===== src/rtl/ole_pkg.sv =====
// Package with shared types and constants for the ordered list engine.
`timescale 1ns / 1ps
package ole_pkg;
    localparam int CAPACITY_DEF    = 32;
    localparam int VALUE_WIDTH_DEF = 32;
    localparam int REQ_W   = 3;
    localparam int POS_W   = 6;
    localparam int FPOS_W  = 5;
    localparam int TOTAL_W = 6;
    localparam int DATA_W  = 32;

    typedef enum logic [REQ_W-1:0] {
        REQ_PUSH_FRONT = 3'd0,
        REQ_PUSH_BACK  = 3'd1,
        REQ_POP_FRONT  = 3'd2,
        REQ_POP_BACK   = 3'd3,
        REQ_INSERT_AT  = 3'd4,
        REQ_REMOVE_AT  = 3'd5,
        REQ_FIND       = 3'd6,
        REQ_NONE       = 3'd7
    } req_t;

    typedef enum logic [1:0] {
        ST_IDLE,
        ST_EXEC,
        ST_SCAN,
        ST_REPLY
    } state_t;

    // Controller to datapath.
    typedef struct packed {
        logic load;      // capture request
        logic exec;      // apply insert/remove/pop
        logic scan;      // one compare step of find
    } ctrl_cmd_t;

    // Datapath to controller.
    typedef struct packed {
        logic is_find;
        logic scan_done;
    } ctrl_sts_t;
endpackage


===== src/rtl/ole_ctrl.sv =====
// Controller state machine for the ordered list engine.
`timescale 1ns / 1ps
module ole_ctrl (
    input  logic               aclk,
    input  logic               aresetn,
    input  logic               in_valid,
    output logic               in_ready,
    output logic               out_valid,
    input  logic               out_ready,
    output ole_pkg::ctrl_cmd_t cmd,
    input  ole_pkg::ctrl_sts_t sts
);
    import ole_pkg::*;

    state_t state_reg, state_next;

    always_ff @(posedge aclk) begin
        if (!aresetn) begin
            state_reg <= ST_IDLE;
        end else begin
            state_reg <= state_next;
        end
    end

    always_comb begin
        state_next = state_reg;
        case (state_reg)
            ST_IDLE: begin
                if (in_valid) begin
                    state_next = ST_EXEC;
                end
            end
            ST_EXEC: begin
                state_next = sts.is_find ? ST_SCAN : ST_REPLY;
            end
            ST_SCAN: begin
                if (sts.scan_done) begin
                    state_next = ST_REPLY;
                end
            end
            ST_REPLY: begin
                if (out_ready) begin
                    state_next = ST_IDLE;
                end
            end
            default: state_next = ST_IDLE;
        endcase
    end

    always_comb begin
        in_ready  = 1'b0;
        out_valid = 1'b0;
        cmd       = '0;
        case (state_reg)
            ST_IDLE: begin
                in_ready = 1'b1;
                cmd.load = in_valid;
            end
            ST_EXEC: begin
                cmd.exec = 1'b1;
            end
            ST_SCAN: begin
                cmd.scan = 1'b1;
            end
            ST_REPLY: begin
                out_valid = 1'b1;
            end
            default: ;
        endcase
    end
endmodule


===== src/rtl/ole_datapath.sv =====
// Datapath of the ordered list engine: shifting cell row and find scan.
`timescale 1ns / 1ps
module ole_datapath #(
    parameter int CAPACITY    = ole_pkg::CAPACITY_DEF,
    parameter int VALUE_WIDTH = ole_pkg::VALUE_WIDTH_DEF
) (
    input  logic                         aclk,
    input  logic                         aresetn,
    input  ole_pkg::ctrl_cmd_t           cmd,
    output ole_pkg::ctrl_sts_t           sts,
    input  logic [ole_pkg::REQ_W-1:0]    req_type,
    input  logic [ole_pkg::POS_W-1:0]    position,
    input  logic [ole_pkg::DATA_W-1:0]   value,
    output logic                         ok,
    output logic [ole_pkg::FPOS_W-1:0]   found_position,
    output logic [ole_pkg::TOTAL_W-1:0]  item_total
);
    import ole_pkg::*;

    localparam int CNT_W = $clog2(CAPACITY + 1);
    localparam int IDX_W = $clog2(CAPACITY);

    logic [VALUE_WIDTH-1:0] cells_reg [CAPACITY];
    logic [CNT_W-1:0]       count_reg;
    logic [CNT_W-1:0]       scan_reg;
    req_t                   req_reg;
    logic [POS_W-1:0]       pos_reg;
    logic [VALUE_WIDTH-1:0] val_reg;
    logic                   ok_reg;
    logic [FPOS_W-1:0]      fpos_reg;

    logic             full, empty, do_ins, do_rem;
    logic [CNT_W:0]   at;
    logic [CNT_W-1:0] at_c;
    logic [DATA_W+VALUE_WIDTH-1:0] val_ext;

    assign val_ext = {{VALUE_WIDTH{1'b0}}, value};
    assign full  = count_reg >= CNT_W'(CAPACITY);
    assign empty = count_reg == '0;

    always_comb begin
        do_ins = 1'b0;
        do_rem = 1'b0;
        at     = '0;
        case (req_reg)
            REQ_PUSH_FRONT: do_ins = !full;
            REQ_PUSH_BACK: begin
                do_ins = !full;
                at     = {1'b0, count_reg};
            end
            REQ_POP_FRONT: do_rem = !empty;
            REQ_POP_BACK: begin
                do_rem = !empty;
                at     = {1'b0, count_reg} - 1'b1;
            end
            REQ_INSERT_AT: begin
                do_ins = !full && ({1'b0, count_reg} >= (CNT_W+1)'(pos_reg));
                at     = (CNT_W+1)'(pos_reg);
            end
            REQ_REMOVE_AT: begin
                do_rem = ({1'b0, count_reg} > (CNT_W+1)'(pos_reg));
                at     = (CNT_W+1)'(pos_reg);
            end
            default: ;
        endcase
    end
    assign at_c = at[CNT_W-1:0];

    assign sts.is_find   = (req_reg == REQ_FIND);
    assign sts.scan_done = ok_reg || (scan_reg >= count_reg);

    always_ff @(posedge aclk) begin
        if (cmd.load) begin
            req_reg <= req_t'(req_type);
            pos_reg <= position;
            val_reg <= val_ext[VALUE_WIDTH-1:0];
        end
        if (cmd.exec) begin
            for (int i = 0; i < CAPACITY; i++) begin
                if (do_ins) begin
                    if (CNT_W'(i) == at_c) begin
                        cells_reg[i] <= val_reg;
                    end else if (i > 0 && CNT_W'(i) > at_c) begin
                        cells_reg[i] <= cells_reg[(i > 0) ? i - 1 : 0];
                    end
                end else if (do_rem) begin
                    if (i < CAPACITY - 1 && CNT_W'(i) >= at_c) begin
                        cells_reg[i] <= cells_reg[(i < CAPACITY - 1) ? i + 1 : i];
                    end
                end
            end
        end
    end

    always_ff @(posedge aclk) begin
        if (!aresetn) begin
            count_reg <= '0;
            ok_reg    <= 1'b0;
            fpos_reg  <= '0;
            scan_reg  <= '0;
        end else if (cmd.exec) begin
            ok_reg   <= do_ins || do_rem;
            fpos_reg <= '0;
            scan_reg <= '0;
            if (do_ins) begin
                count_reg <= count_reg + 1'b1;
            end else if (do_rem) begin
                count_reg <= count_reg - 1'b1;
            end
        end else if (cmd.scan && !sts.scan_done) begin
            // One cell compared per cycle; the scan stops at the first hit.
            if (cells_reg[scan_reg[IDX_W-1:0]] == val_reg) begin
                ok_reg   <= 1'b1;
                fpos_reg <= FPOS_W'(scan_reg);
            end else begin
                scan_reg <= scan_reg + 1'b1;
            end
        end
    end

    assign ok             = ok_reg;
    assign found_position = fpos_reg;
    assign item_total     = TOTAL_W'(count_reg);
endmodule


===== src/rtl/ordered_list_engine.sv =====
// Top level of the ordered list engine.
`timescale 1ns / 1ps
// Channel   Direction  tdata (low bit up)                       tuser
// s_axis    in         req_type[2:0], position[8:3], value[40:9]  -
// m_axis    out        ok[0], found_position[5:1], item_total[11:6] -
//
// A request is taken in the idle state, the cell row is updated in the next
// cycle, and the reply word is offered from the reply state on. A find then
// walks the cells one per cycle through the single compare unit, stopping at
// the first hit or after the last item, before the reply word is offered.
// Reset (aresetn low, synchronous) empties the list; the cells are not cleared.
// A stalled reply holds its word until m_axis_tready is high.
module ordered_list_engine #(
    parameter int CAPACITY    = ole_pkg::CAPACITY_DEF,
    parameter int VALUE_WIDTH = ole_pkg::VALUE_WIDTH_DEF
) (
    input  logic        aclk,
    input  logic        aresetn,
    input  logic        s_axis_tvalid,
    output logic        s_axis_tready,
    input  logic [47:0] s_axis_tdata,  // req_type, position, value, zero pad
    output logic        m_axis_tvalid,
    input  logic        m_axis_tready,
    output logic [15:0] m_axis_tdata   // ok, found_position, item_total, zero pad
);
    import ole_pkg::*;

    ctrl_cmd_t cmd;
    ctrl_sts_t sts;
    logic               ok;
    logic [FPOS_W-1:0]  found_position;
    logic [TOTAL_W-1:0] item_total;

    // The controller sequences load, execute, scan and reply.
    ole_ctrl u_ctrl (
        .aclk      (aclk),
        .aresetn   (aresetn),
        .in_valid  (s_axis_tvalid),
        .in_ready  (s_axis_tready),
        .out_valid (m_axis_tvalid),
        .out_ready (m_axis_tready),
        .cmd       (cmd),
        .sts       (sts)
    );

    // The datapath holds the cell row, the count and the reply registers.
    ole_datapath #(
        .CAPACITY    (CAPACITY),
        .VALUE_WIDTH (VALUE_WIDTH)
    ) u_dp (
        .aclk           (aclk),
        .aresetn        (aresetn),
        .cmd            (cmd),
        .sts            (sts),
        .req_type       (s_axis_tdata[2:0]),
        .position       (s_axis_tdata[8:3]),
        .value          (s_axis_tdata[40:9]),
        .ok             (ok),
        .found_position (found_position),
        .item_total     (item_total)
    );

    assign m_axis_tdata = {4'b0, item_total, found_position, ok};
endmodule

===== config.mk =====
export PLATFORM = sky130hd
export DESIGN_NAME = ordered_list_engine
export DESIGN_NICKNAME = d
export VERILOG_FILES = /design/src/rtl/ole_pkg.sv /design/src/rtl/ole_ctrl.sv /design/src/rtl/ole_datapath.sv /design/src/rtl/ordered_list_engine.sv
export SDC_FILE = /design/constraint.sdc
export NUM_CORES = 2
export LEC_CHECK = 0
export ABC_AREA = 0
export BUFFER_PORTS_ARGS = -buffer_cell sky130_fd_sc_hd__buf_2
export CAP_MARGIN = 10
export CORE_MARGIN = 10
export CORE_UTILIZATION = 51
export CTS_BUF_LIST = sky130_fd_sc_hd__clkbuf_8 sky130_fd_sc_hd__clkbuf_16
export DETAILED_ROUTE_END_ITERATION = 10
export GPL_TIMING_DRIVEN = 1
export HOLD_SLACK_MARGIN = 0.03
export PLACE_DENSITY = 0.63
export SYNTH_ARGS = -nofsm -noshare
export SYNTH_HDL_FRONTEND = slang
export SYNTH_SLANG_ARGS = --single-unit

===== constraint.sdc =====
create_clock -name aclk -period 11.89 [get_ports aclk]
set_clock_uncertainty 0.2 [all_clocks]
set_input_delay 2.378 -clock aclk [delete_from_list [all_inputs] [get_ports aclk]]
set_output_delay 2.378 -clock aclk [all_outputs]
set_load 0.02 [all_outputs]

### After elaboration in Yosys (flattened, before gate mapping)

Memories as Yosys holds them, arrays and structs flattened. A register that Yosys moved wholly into a read port is not among the register bits.
Cells that the tools add are included.

* register bits after elaboration: 61
* RAM bits: 1024
* output and inout port bits: 18
* logic and storage cells: 730
* memories: 1
* input port bits: 52

* muxes and demuxes: 520
* $lt $le $gt $ge: 66
* bitwise logic cells: 64
* equal/unequal tests: 44
* reductions and logical operators: 23
* $add $sub $neg: 4

Memory list
* u_dp.cells_reg: depth 32, width 32, read ports 33, clocked after Yosys merged registers in 1, write ports 32, RTL line ole_datapath.sv:23 `logic [VALUE_WIDTH-1:0] cells_reg [CAPACITY];`

Operators by type and width (number)
* two-way mux 32 bit: 62
* two-way mux 1 bit: 447
* == test 5 x 6 -> 1 bit (first input constant): 16
* greater-than comparator 5 x 6 -> 1 bit (first input constant): 16
* >= comparator 5 x 6 -> 1 bit (first input constant): 15
* OR 1 bit: 62
* == test 4 x 6 -> 1 bit (first input constant): 8
* >= comparator 4 x 6 -> 1 bit (first input constant): 8
* greater-than comparator 4 x 6 -> 1 bit (first input constant): 8
* == test 32 bit: 1
* == test 3 x 6 -> 1 bit (first input constant): 4
* >= comparator 3 x 6 -> 1 bit (first input constant): 4
* greater-than comparator 3 x 6 -> 1 bit (first input constant): 4
* one-hot mux 6 bit (3 select lines): 1
* adder 6 x 1 -> 6 bit (second input constant): 2
* == test 2 x 6 -> 1 bit (first input constant): 2
* >= comparator 1 x 6 -> 1 bit (first input constant): 2
* >= comparator 2 x 6 -> 1 bit (first input constant): 2
* >= comparator 6 bit: 2
* greater-than comparator 2 x 6 -> 1 bit (first input constant): 2
* logical NOT 6 bit: 2
* two-way mux 6 bit: 2
* subtractor 6 x 1 -> 6 bit (second input constant): 2
* two-way mux 5 bit: 2
* other kinds (24): 45

### Longest topological paths before layout

* word-level depth: 11
* mapped depth: 17

### Modules after synthesis

Synthesis repeated with hierarchy kept, for this count alone.

* cell total of the unflattened synthesis: 5648
* area, all modules: 63522.2 um^2

By module, submodules not included
* ole_datapath: seq. area each 32441.1 um^2, area each 63270.7 um^2, instances 1, cells each 5618
* ole_ctrl: seq. area each 40.0 um^2, area each 210.2 um^2, instances 1, cells each 24
* ordered_list_engine: seq. area each 0.0 um^2, area each 41.3 um^2, instances 1, cells each 6

### Worst setup path after synthesis

OpenSTA, ideal clock, no wires.

* path type: register -> register
* start point: register u_dp.count_reg[0], in the netlist u_dp.item_total[0]
* end point: memory u_dp.cells_reg[16][0] in the netlist's numbering (enable)
* required time: 11.258 ns
* arrival time: 5.460 ns
* clock period less this slack: 6.091 ns
* stages on the path, launching flop included: 18
* setup slack: 5.799 ns
* cells stage by stage: dfxtp_1 -> inv_1 -> ha_1 -> nand2b_1 -> a21oi_1 -> a2111oi_0 -> o21a_1 -> nor3_1 -> clkbuf_1 -> and2_1 -> clkbuf_1 -> nand2_1 -> inv_1 -> o21a_1 -> clkbuf_1 -> buf_2 -> inv_1 -> a21oi_1

RTL lines
* from (decl): RTL line ole_datapath.sv:24 `logic [CNT_W-1:0] count_reg;`
* from (signal assigned): RTL line ole_datapath.sv:106 `count_reg <= count_reg + 1'b1;`
* from (signal assigned): RTL line ole_datapath.sv:108 `count_reg <= count_reg - 1'b1;`
* to (decl): RTL line ole_datapath.sv:23

==> qor.csv <==
stage,metric,value,unit
outcome,status,"complete, no violations",
sta,Fin. Hold Viols,0,
clocking,clk sinks,1090,
sta,max_slew headroom,19.7,%
die,die area,0.139,mm2
worst_setup_path,Reg2Reg Depth,12,
placement,DP Area,0.0656,mm2
synth,top cell type's share of synthesized area,50.3,%
synth,most frequent cell after synthesis,mux2i_1,
synth,Synthesis Warnings,0,
synth,dominant synthesized flop cell,edfxtp_1,
sta,final max-slew violation count,0,
pwr,Tot Pwr,13.7,mW
clocking,CTS buffer count,131,
sta,RSZ-0062 raised after global routing,no,
synth,ys async rst share,0,%
clocking,H-tree depth,4,
cells_and_area,layout cells sized above 1,13.7,%
die,Initial Utilization,51.3,%
route,via count,47596,
synth,Area contributors post-synth,"edfxtp_1, mux2i_1, a21oi_1, mux4_2, nor2_1",
pwr,Peak VDD IR,177,uV
worst_hold_path,hold depth,2,
synth,#FFs+latches synth,1090,
die,Die Y,373,um
grt,total grt overflow,0,
sta,worst slew pin tran,1.21,ns
sta,crit share post-route,53.7,%
route,drt drc,0,
die,Core Box Area,0.124,mm2
sta,post-route setup TNS,0,ns
grt,GRT Overall Usage,30.7,%
synth,post-synthesis adder-cell area fraction,0.394,%
worst_setup_path,"setup slack, reg-to-reg",5.51,ns
worst_setup_path,largest fanout on the critical path,83,
worst_hold_path,worst-case hold path end point,u_dp.found_position[3],
clocking,Max Buffers Root-to-Sink,3,
route,routed vias/inst,6.64,
route,Iteration-0 DRC Markers,6709,
cells_and_area,Final Core Density,56.2,%
synth,compound-cell area share of the yosys netlist,10.3,%
clocking,clock transition at the registers of the reported paths,0.06,ns
route,Detail Route Antenna Nets,0,
sta,setup violators final,0,
worst_setup_path,Crit Path Class,flop to flop,
pwr,power density cells,197,mW/mm2
synth,sequential element share of the synthesized area,51.1,%
placement,detailed placement HPWL,130000,um
synth,Simple-Gate Fraction of Synth Area,8.11,%
die,I/O pin count,70,
die,Core Rows,129,
clocking,"Gates resized, CTS repair",0,
worst_hold_path,Worst Min Path Start,u_dp.found_position[3],
worst_setup_path,Worst setup SP type,flop,
worst_setup_path,WP data required,12.37,ns
cells_and_area,design area,0.0696,mm2
grt,first-pass GRT wire length,319000,um
route,DR pass1 iterations,8,
cells_and_area,max FFs per register,1024,
sta,Setup WS post-layout,5.51,ns
worst_setup_path,critical path arrival,6.86,ns
sta,Final Critical Period,6.38,ns
grt,vias in the first global route,44876,
synth,Post-Synth XOR/XNOR Area,0.565,%
cells_and_area,fin cells,7165,
route,drt total wl,221000,um
placement,Final GP Congestion,0.874,
worst_setup_path,CP Capture Type,flop,
route,average routed wire per standard cell,30.8,um
sta,max frequency,157,MHz
synth,Synth Instances,5611,
clocking,hold buffer count at CTS,0,
flow_run,max cap viols,0,
synth,"EDFF count, synth",1065,
clocking,CTS tree,yes,
cells_and_area,Final #Nets,5503,
sta,Min Hold Slack,0.257,ns
clocking,Skew-Pair Late Insertion Delay,0.78,ns
clocking,number of setup buffers added after CTS,0,
clocking,clock root buffer,clkbuf_16,
pwr,P_leak,22.4,nW
synth,largest family of logic cells by synthesized area,multiplexers,
grt,initial antenna violation count,4,
synth,largest area contributor in the synthesized netlist,edfxtp_1,
synth,mux contribution to synthesized area,25.8,%
die,Die W,373,um
placement,Placed Instances,6934,
synth,Syn Std Cell Area,0.0636,mm2
placement,port bufs,58,
cells_and_area,area grow syn2layout,9.48,%
grt,pin count of the biggest net entering global routing,90,
worst_hold_path,HP Class,flop to flop,
synth,Synth top cells by count,"mux2i_1, edfxtp_1, nor2_1",
synth,syn_area_per_cell,11.3,um2
placement,pre-CTS worst setup slack,5.97,ns
synth,Cell variety after synth,65,
## how the worst max path moves through the flow
stage                                   from                    end  slack, ns  cells after the start
final                                   flop                   flop       5.51                     12
after global routing                    flop                   flop       5.40                     12
after CTS                               flop                   flop       5.89                     12
after detailed placement                flop                   flop       5.97                     11
after global placement                  flop                   flop       5.91                     12
after floorplan           u_dp.item_total[0]  u_dp.cells_reg[16][0]       5.80                     17
## layout by cell type (no fill, tap or decap), types with 11 or more instances in the layout
master and n:
mux2_2 72, a22oi_1 75, mux4_2 191, dfxtp_1 20, xor2_1 19, a211oi_1 11
nand3_1 26, ha_1 20, clkinv_1 23, o21ai_0 132, inv_1 66, o22ai_1 21
edfxtp_1 1065, nand2_2 13, a21oi_1 869, xnor2_1 22, buf_4 160, nand2_1 248
nor2b_1 11, clkinv_2 13, nand4_1 11, nor2_4 40, nor2_1 875, clkbuf_16 139
nor3_1 11, mux2i_1 1128, buf_2 58
## cells by family after synthesis
group | Yosys count
DFF | 1090
muxes | 1391
other | 1
and+or+nand+nor | 1300
xor gates and xnor gates | 41
buffers and inverters | 564
AOI/OAI and AO/OA | 1204
adders and majority gates | 20
## where the power goes
group	internal [mW]	switching (mW)	total, mW
sequential	5.36	0.566	5.93
combinational	1.36	2.55	3.91
clock	2.22	1.65	3.86
## per-layer routing
layer	share of wire, %	GRT usage [%]	up-vias
li1	-	-	20558
met5	0.011	0	-
met4	4.3	12.9	4
met1	39	41.0	23472
met3	11	7.21	525
met2	45	48.0	3037
## cell type report
| cell class | instances | area (um2) |
|---|---|---|
| Timing Repair Buffer | 221 | 1550 |
| Antenna cell | 2 | 5.00 |
| Multi-Input combinational cell | 3960 | 29400 |
| Clock inverter | 86 | 495 |
| Clock buffer | 142 | 3520 |
| Fill cell | 10520 | 54200 |
| Inverter | 27 | 101 |
| Sequential cell | 1090 | 32500 |
| Tap cell | 1637 | 2050 |
## worst max-delay path, cell delays in order, from the launching register on
cell       delay [ns]
dfxtp_4          0.36
buf_4            0.51
buf_12           0.52
buf_4            0.64
nor4_1           0.15
a211oi_1         0.96
nand3_1          0.19
xnor2_1          0.22
a2111oi_1        0.56
nand4_1          0.74
o31ai_4          0.67
o21ai_0          0.17
a21boi_1         0.18
(Power assumes the default switching activity.)
